===== config.mk =====
export PLATFORM = sky130hd
export DESIGN_NAME = bezier_subdivision_flattener
export DESIGN_NICKNAME = d
export VERILOG_FILES = /design/src/rtl/bsf_pkg.sv /design/src/rtl/bezier_subdivision_flattener.sv /design/src/rtl/bsf_datapath.sv /design/src/rtl/bsf_ctrl.sv
export SDC_FILE = /design/constraint.sdc
export NUM_CORES = 1
export LEC_CHECK = 0
export BUFFER_PORTS_ARGS = -buffer_cell sky130_fd_sc_hd__clkbuf_2
export CORE_ASPECT_RATIO = 1.1
export CORE_MARGIN = 8
export CORE_UTILIZATION = 40
export DETAILED_ROUTE_END_ITERATION = 8
export PLACE_DENSITY_LB_ADDON = 0.05
export SLEW_MARGIN = 30
export SYNTH_ARGS = -nofsm -noshare
export SYNTH_HDL_FRONTEND = slang
export SYNTH_HIERARCHICAL = 1
export SYNTH_SLANG_ARGS = --single-unit

===== constraint.sdc =====
create_clock -name clk -period 6.6 [get_ports clk]
set_input_delay 1.32 -clock clk [delete_from_list [all_inputs] [get_ports clk]]
set_output_delay 1.32 -clock clk [all_outputs]
set_load 0.01 [all_outputs]

===== src/rtl/bsf_pkg.sv =====
package bsf_pkg;

  typedef struct packed {
    logic signed [15:0] y;
    logic signed [15:0] x;
  } point_t;

  // element 0 is the start point, 3 the end point
  typedef point_t [3:0] curve_t;

  // controller to datapath
  typedef struct packed {
    logic       load;
    logic       split;
    logic       pop;
    logic       emit;
    logic       last;
    logic [1:0] sel;
  } cmd_t;

  // points taken from each leaf: q0, q1, q2
  localparam logic [1:0] SEL_FIRST = 2'd0;
  localparam logic [1:0] SEL_LAST  = 2'd2;

  // (a + b) / 2, truncating toward zero
  function automatic logic signed [15:0] half(input logic signed [15:0] a,
                                              input logic signed [15:0] b);
    logic signed [16:0] s;
    logic signed [16:0] t;
    s = {a[15], a} + {b[15], b};
    t = s + {16'b0, s[16]};
    return t[16:1];
  endfunction

endpackage


===== src/rtl/bezier_subdivision_flattener.sv =====
// Cubic curve flattener by fixed-depth binary subdivision.
// Slave channel: one request per curve. s_tdata carries p0_x, p0_y, p1_x,
// p1_y, p2_x, p2_y, p3_x, p3_y (16-bit signed each) and depth (2 bits),
// lowest bits first. Depth above MAX_DEPTH is clamped to MAX_DEPTH.
// Master channel: one polyline point per request, 3 * 2^depth per curve,
// m_tdata = point_x, point_y; m_tlast marks the final point of the curve.
// Halves are walked depth first, left before right, with the pending right
// halves kept on a small stack of MAX_DEPTH entries.
// s_tready is high only between curves. The point register lets the next
// curve be accepted while the final point still waits to be taken.
// If m_tready is low the current point is held and the walk pauses at its next point.
// Reset (rst, synchronous) returns to idle and drops m_tvalid.
module bezier_subdivision_flattener #(
  parameter int MAX_DEPTH = 3
) (
  input  logic         clk,
  input  logic         rst,
  input  logic         s_tvalid,
  output logic         s_tready,
  input  logic [135:0] s_tdata,   // p0_x, p0_y, p1_x, p1_y, p2_x, p2_y, p3_x, p3_y, depth
  output logic         m_tvalid,
  input  logic         m_tready,
  output logic [31:0]  m_tdata,   // point_x, point_y
  output logic         m_tlast
);

  localparam int LW = $clog2(MAX_DEPTH + 1);

  bsf_pkg::cmd_t   cmd;
  bsf_pkg::curve_t in_curve;
  logic [LW-1:0]   sp;
  logic            out_free;

  assign in_curve = s_tdata[127:0];

  bsf_ctrl #(
    .MAX_DEPTH(MAX_DEPTH),
    .LW       (LW)
  ) u_ctrl (
    .clk     (clk),
    .rst     (rst),
    .s_tvalid(s_tvalid),
    .s_tready(s_tready),
    .depth   (s_tdata[129:128]),
    .out_free(out_free),
    .cmd     (cmd),
    .sp      (sp)
  );

  bsf_datapath #(
    .MAX_DEPTH(MAX_DEPTH),
    .LW       (LW)
  ) u_dp (
    .clk     (clk),
    .rst     (rst),
    .cmd     (cmd),
    .sp      (sp),
    .in_curve(in_curve),
    .out_free(out_free),
    .m_tvalid(m_tvalid),
    .m_tready(m_tready),
    .m_tdata (m_tdata),
    .m_tlast (m_tlast)
  );

endmodule


===== src/rtl/bsf_datapath.sv =====
module bsf_datapath #(
  parameter int MAX_DEPTH = 3,
  parameter int LW = 2
) (
  input  logic                 clk,
  input  logic                 rst,
  input  bsf_pkg::cmd_t        cmd,
  input  logic [LW-1:0]        sp,
  input  bsf_pkg::curve_t      in_curve,
  output logic                 out_free,
  output logic                 m_tvalid,
  input  logic                 m_tready,
  output logic [31:0]          m_tdata,
  output logic                 m_tlast
);

  localparam int SW = (MAX_DEPTH > 1) ? $clog2(MAX_DEPTH) : 1;

  bsf_pkg::curve_t cur;
  bsf_pkg::curve_t stk [MAX_DEPTH];
  bsf_pkg::curve_t left_c;
  bsf_pkg::curve_t right_c;
  bsf_pkg::point_t mid;
  logic [LW-1:0]   sp_m1;

  assign sp_m1 = sp - 1'b1;

  // split: the middle point is the half of q1 and q2
  always_comb begin
    mid = '{x: bsf_pkg::half(cur[1].x, cur[2].x), y: bsf_pkg::half(cur[1].y, cur[2].y)};
    left_c[0] = cur[0];
    left_c[1] = '{x: bsf_pkg::half(cur[0].x, cur[1].x), y: bsf_pkg::half(cur[0].y, cur[1].y)};
    left_c[2] = '{x: bsf_pkg::half(mid.x, cur[1].x), y: bsf_pkg::half(mid.y, cur[1].y)};
    left_c[3] = mid;
    right_c[0] = mid;
    right_c[1] = '{x: bsf_pkg::half(mid.x, cur[2].x), y: bsf_pkg::half(mid.y, cur[2].y)};
    right_c[2] = '{x: bsf_pkg::half(cur[3].x, cur[2].x), y: bsf_pkg::half(cur[3].y, cur[2].y)};
    right_c[3] = cur[3];
  end

  always_ff @(posedge clk) begin
    if (cmd.load) begin
      cur <= in_curve;
    end else if (cmd.split) begin
      cur <= left_c;
      stk[sp[SW-1:0]] <= right_c;
    end else if (cmd.pop) begin
      cur <= stk[sp_m1[SW-1:0]];
    end
  end

  assign out_free = !m_tvalid || m_tready;

  always_ff @(posedge clk) begin
    if (rst) begin
      m_tvalid <= 1'b0;
    end else if (cmd.emit) begin
      m_tvalid <= 1'b1;
    end else if (m_tready) begin
      m_tvalid <= 1'b0;
    end
  end

  always_ff @(posedge clk) begin
    if (cmd.emit) begin
      m_tdata <= cur[cmd.sel];
      m_tlast <= cmd.last;
    end
  end

endmodule


===== src/rtl/bsf_ctrl.sv =====
module bsf_ctrl #(
  parameter int MAX_DEPTH = 3,
  parameter int LW = 2
) (
  input  logic          clk,
  input  logic          rst,
  input  logic          s_tvalid,
  output logic          s_tready,
  input  logic [1:0]    depth,
  input  logic          out_free,
  output bsf_pkg::cmd_t cmd,
  output logic [LW-1:0] sp
);

  localparam int SW = (MAX_DEPTH > 1) ? $clog2(MAX_DEPTH) : 1;

  localparam logic [1:0] ST_IDLE  = 2'd0;
  localparam logic [1:0] ST_SPLIT = 2'd1;
  localparam logic [1:0] ST_EMIT  = 2'd2;

  logic [1:0]    state;
  logic [1:0]    state_next;
  logic [LW-1:0] lvl;
  logic [LW-1:0] lvl_next;
  logic [LW-1:0] sp_next;
  logic [1:0]    idx;
  logic [1:0]    idx_next;
  logic [LW-1:0] lvl_stk [MAX_DEPTH];
  logic [LW-1:0] sp_m1;
  logic [LW-1:0] lvl_in;
  logic [2:0]    depth_ext;

  assign s_tready  = (state == ST_IDLE);
  assign sp_m1     = sp - 1'b1;
  assign depth_ext = {1'b0, depth};
  assign lvl_in    = (depth_ext > 3'(MAX_DEPTH)) ? LW'(MAX_DEPTH) : LW'(depth_ext);

  always_comb begin
    cmd        = '0;
    state_next = state;
    lvl_next   = lvl;
    sp_next    = sp;
    idx_next   = idx;
    case (state)
      ST_IDLE: begin
        if (s_tvalid) begin
          cmd.load   = 1'b1;
          lvl_next   = lvl_in;
          sp_next    = '0;
          idx_next   = bsf_pkg::SEL_FIRST;
          state_next = (lvl_in == '0) ? ST_EMIT : ST_SPLIT;
        end
      end
      ST_SPLIT: begin
        // left half goes on, right half waits on the stack
        cmd.split  = 1'b1;
        sp_next    = sp + 1'b1;
        lvl_next   = lvl - 1'b1;
        state_next = (lvl == LW'(1)) ? ST_EMIT : ST_SPLIT;
      end
      ST_EMIT: begin
        if (out_free) begin
          cmd.emit = 1'b1;
          cmd.sel  = idx;
          cmd.last = (idx == bsf_pkg::SEL_LAST) && (sp == '0);
          if (idx == bsf_pkg::SEL_LAST) begin
            idx_next = bsf_pkg::SEL_FIRST;
            if (sp == '0) begin
              state_next = ST_IDLE;
            end else begin
              cmd.pop    = 1'b1;
              sp_next    = sp_m1;
              lvl_next   = lvl_stk[sp_m1[SW-1:0]];
              state_next = (lvl_stk[sp_m1[SW-1:0]] == '0) ? ST_EMIT : ST_SPLIT;
            end
          end else begin
            idx_next = idx + 1'b1;
          end
        end
      end
      default: begin
        state_next = ST_IDLE;
      end
    endcase
  end

  always_ff @(posedge clk) begin
    if (rst) begin
      state <= ST_IDLE;
      lvl   <= '0;
      sp    <= '0;
      idx   <= bsf_pkg::SEL_FIRST;
    end else begin
      state <= state_next;
      lvl   <= lvl_next;
      sp    <= sp_next;
      idx   <= idx_next;
    end
  end

  always_ff @(posedge clk) begin
    if (cmd.split) begin
      lvl_stk[sp[SW-1:0]] <= lvl - 1'b1;
    end
  end

  a_no_emit_split: assert property (@(posedge clk) disable iff (rst)
    !(cmd.emit && cmd.split))
    else $error("emit and split in one cycle");

  a_sp_range: assert property (@(posedge clk) disable iff (rst)
    sp <= LW'(MAX_DEPTH))
    else $error("stack overflow");

  a_pop_nonempty: assert property (@(posedge clk) disable iff (rst)
    cmd.pop |-> (sp != '0))
    else $error("pop from empty stack");

  a_accept_busy: assert property (@(posedge clk) disable iff (rst)
    (s_tvalid && s_tready) |=> !s_tready)
    else $error("request taken while busy");

  a_last_idle: assert property (@(posedge clk) disable iff (rst)
    (cmd.emit && cmd.last) |=> (state == ST_IDLE))
    else $error("run not closed after last point");

endmodule


==> metrics.cfg <==
[global_routing]
overflow = 0
use_met3_pct = 4.27
grt.total_usage_pct = 23.9
globalRouteMet2Util_pct = 35.0
grt_pass1_vias = 25500
grt_util_met1_pct = 36.3
grt_max_degree = 89
top_usage_layer = met1
grt_antenna_before_repair = 7
grt_pass1_wl_um = 169000

[clocking]
clock_sinks = 560
path_clk_slew_ns = 0.07
clkLatencyLatePin_ns = 0.63
cts_buffers = 68
cts-htree-levels = 3
cts_setup_buffers = 0
cts_tree = built
cts_root_buf = clkbuf_16
clockBufferDepth = 3

[place]
dpl.hpwl_um = 85900
portBuffers = 168
place_congestion = 0.937
pre_cts_ws_ns = -0.0409

[cells_and_area]
fin_util_pct = 46.5
area_growth_pct = 15.5
drive_gt1_share_pct = 15.6
nNetsFinal = 3648

[routing]
antenna_left = 0
vias_per_cell = 5.87
dr.pass1.iters = 6
drc = 0
dr.first_iter.drc_count = 2458
wl_per_cell_um = 25.8
vias = 26500
routed_wirelength_um = 116000

[die]
rows = 112
core_mm2 = 0.0845
die_h_um = 322
chipWidth_um = 294
initial_core_util_pct = 40.2
num_io_pins = 175
dieArea_mm2 = 0.0946

[sta]
timing.final.hold_violations = 0
drv_slew = 0
fin_crit_sh_pct = 94.9
tns_ns = 0
rsz0062_at_grt = false
setup_viol = 0
fin_worst_skew_ns = 0.0273
tightest_slew_ns = 1.01
fmax_ghz = 0.160
max_slew_margin_pct = 32.2
setup_slack_ns = 0.339
whs_ns = 0.476
period_needed_ns = 6.26

[min_path]
min_to = u_ctrl/lvl[1]
hold_class = reg -> reg
hold_path.startpoint = u_ctrl/lvl[1]
holdPathStages = 2

[critical_path]
reg2reg_to = u_dp/stk[1][47]
cp.required_ns = 6.93
reg2reg_depth = 27
r2r_start = u_dp/cur[32]
crit_arrival_ns = 6.60
path_max_fanout = 4
critical_path_class = reg -> reg
worstSetupStartpointType = register
reg2reg_slack_ns = 0.34
end_kind = register

[yosys]
netlist_area_mm2 = 0.0340
synth_ff_type = edfxtp_1
synth-edff-count = 551
synth-seq-area-share_pct = 49.2
synth.distinct_cells = 101
avgSynthCellArea_um2 = 11.1
syn-instance-count = 3071
synth_nets = 3404
ys_seq_elements = 560
ys.warnings.count = 6
async_flop_share_pct = 0

[job]
max_cap_violations = 0

[outcome]
status = complete, no violations

-- metrics by stage --
stage	cells	cell area (um2)
6_report	4510	39300
5_1_grt	4508	39300
4_1_cts	4508	39100
3_5_place_dp	4385	36900
3_3_place_gp	4385	36900
2_1_floorplan	3071	34000
-- logic make-up (layout without fill, tap and decap cells) --
logic type / after synthesis / after routing / synth area share (%)
xor+xnor: 247 / 247 / 6.36
compound gates: 848 / 848 / 16.1
mux: 174 / 174 / 6.31
other cells: 0 / 2 / 0
fa+ha+maj: 193 / 193 / 7.32
flops: 560 / 560 / 49.2
buf+inv: 218 / 515 / 2.47
simple gates: 831 / 831 / 12.2
-- timing repair --
item,CTS,global route
setup endpoints to repair,12,37
resized for setup,1,19
hold buffers,0,0
gates cloned,0,0
pin swaps,0,2
-- cells in the final DEF (no fill, tap or decap), types with 11 or more instances in the layout --
master and n:
xnor2_1 160, a21oi_1 220, inv_1 79, nand2_1 251, nand3_1 64, nand3b_1 12, and2_1 19, o21ai_0 205
or4_1 13, xor2_1 82, a31oi_1 11, mux2i_1 140, a211oi_1 124, nor2b_1 18, or3_1 11, clkbuf_2 168
o21bai_1 24, o211ai_1 25, nand2b_1 30, buf_4 140, and3_1 30, o21a_1 31, ha_1 180, nor3_1 58
clkbuf_16 70, edfxtp_1 551, nor2_1 199, nor3b_1 12, o31ai_1 12, nor4_1 18, mux4_2 32, a21o_1 40
o21ai_1 15, nand4_1 31, clkbuf_1 15
-- state kept, by name (all words and copies together) (netlist names) --
register,cells
u_ctrl/lvl_stk,6
u_ctrl/idx,2
u_dp/m_tdata,32
u_dp/m_tvalid,1
u_dp/cur,128
u_dp/m_tlast,1
u_ctrl/lvl,2
u_ctrl/state,2
u_ctrl/sp,2
u_dp/stk,384
-- how the worst max path moves through the flow --
stage               depth (start not counted)         start         endpoint  slack, ns
finish                                     27  u_dp/cur[32]  u_dp/stk[1][47]       0.34
global route                               31  u_dp/cur[80]  u_dp/stk[1][57]       0.02
CTS                                        26  u_dp/cur[32]  u_dp/stk[1][43]       0.07
detailed placement                         28  u_dp/cur[32]  u_dp/stk[0][47]      -0.04
global placement                           28  u_dp/cur[32]  u_dp/stk[2][47]       0.14
floorplan                                  27  u_dp/cur[59]  u_dp/stk[0][63]       0.69
-- cell type report --
type / instances / area [um2]
inverter: 80 / 300
sequential: 560 / 16700
clock buffer: 88 / 1850
tap: 1140 / 1430
antenna: 2 / 5.00
multi-input combinational: 2293 / 16600
fill: 7808 / 45200
clock inverter: 35 / 345
timing repair buffer: 312 / 1970
-- synthesized netlist by cell type, drive strengths merged (30+ instances only) --
| cell | number | area share (%) |
|---|---|---|
| nor2 | 199 | 2.2 |
| nand3 | 64 | 0.94 |
| ha | 183 | 6.7 |
| xor2 | 84 | 2.2 |
| edfxtp | 551 | 49 |
| o21a | 31 | 0.68 |
| mux2i | 140 | 4.1 |
| nand2b | 30 | 0.55 |
| nand4 | 31 | 0.57 |
| nor3 | 60 | 0.91 |
| a21oi | 223 | 3.3 |
| o21ai | 224 | 3.3 |
| nand2 | 252 | 2.8 |
| mux4 | 32 | 2.1 |
| a211oi | 127 | 2.8 |
| and3 | 32 | 0.59 |
| inv | 80 | 0.88 |
| a21o | 40 | 0.88 |
| clkbuf | 109 | 1.2 |
| xnor2 | 163 | 4.2 |
-- metal layers --
layer / wire length, um / up-vias
li1: - / 12200
met1: 56200 / 13200
met2: 49100 / 901
met3: 8780 / 137
met4: 2170 / 2
met5: 13 / -
-- critical path: stages, from the launching register on --
cell	delay [ns]
edfxtp_1	0.41
ha_1	0.25
inv_1	0.07
fa_1	0.20
nor2b_1	0.07
o31a_1	0.29
o2111ai_2	0.32
a21boi_4	0.15
nor2b_1	0.14
ha_1	0.25
nand2_1	0.17
nor4bb_4	0.35
buf_4	0.19
nand4b_1	0.20
xnor2_1	0.59
ha_1	0.39
a21oi_1	0.21
nand3_1	0.11
o21ai_1	0.15
buf_4	0.17
and2_1	0.16
ha_1	0.18
and3_1	0.19
nand2_1	0.09
nor3_1	0.18
buf_4	0.20
nand4_1	0.12
xnor2_1	0.18
Power is left out: the tool's default activity adds up to more than one toggle a clock period on the data nets, which glitch-free logic cannot reach.
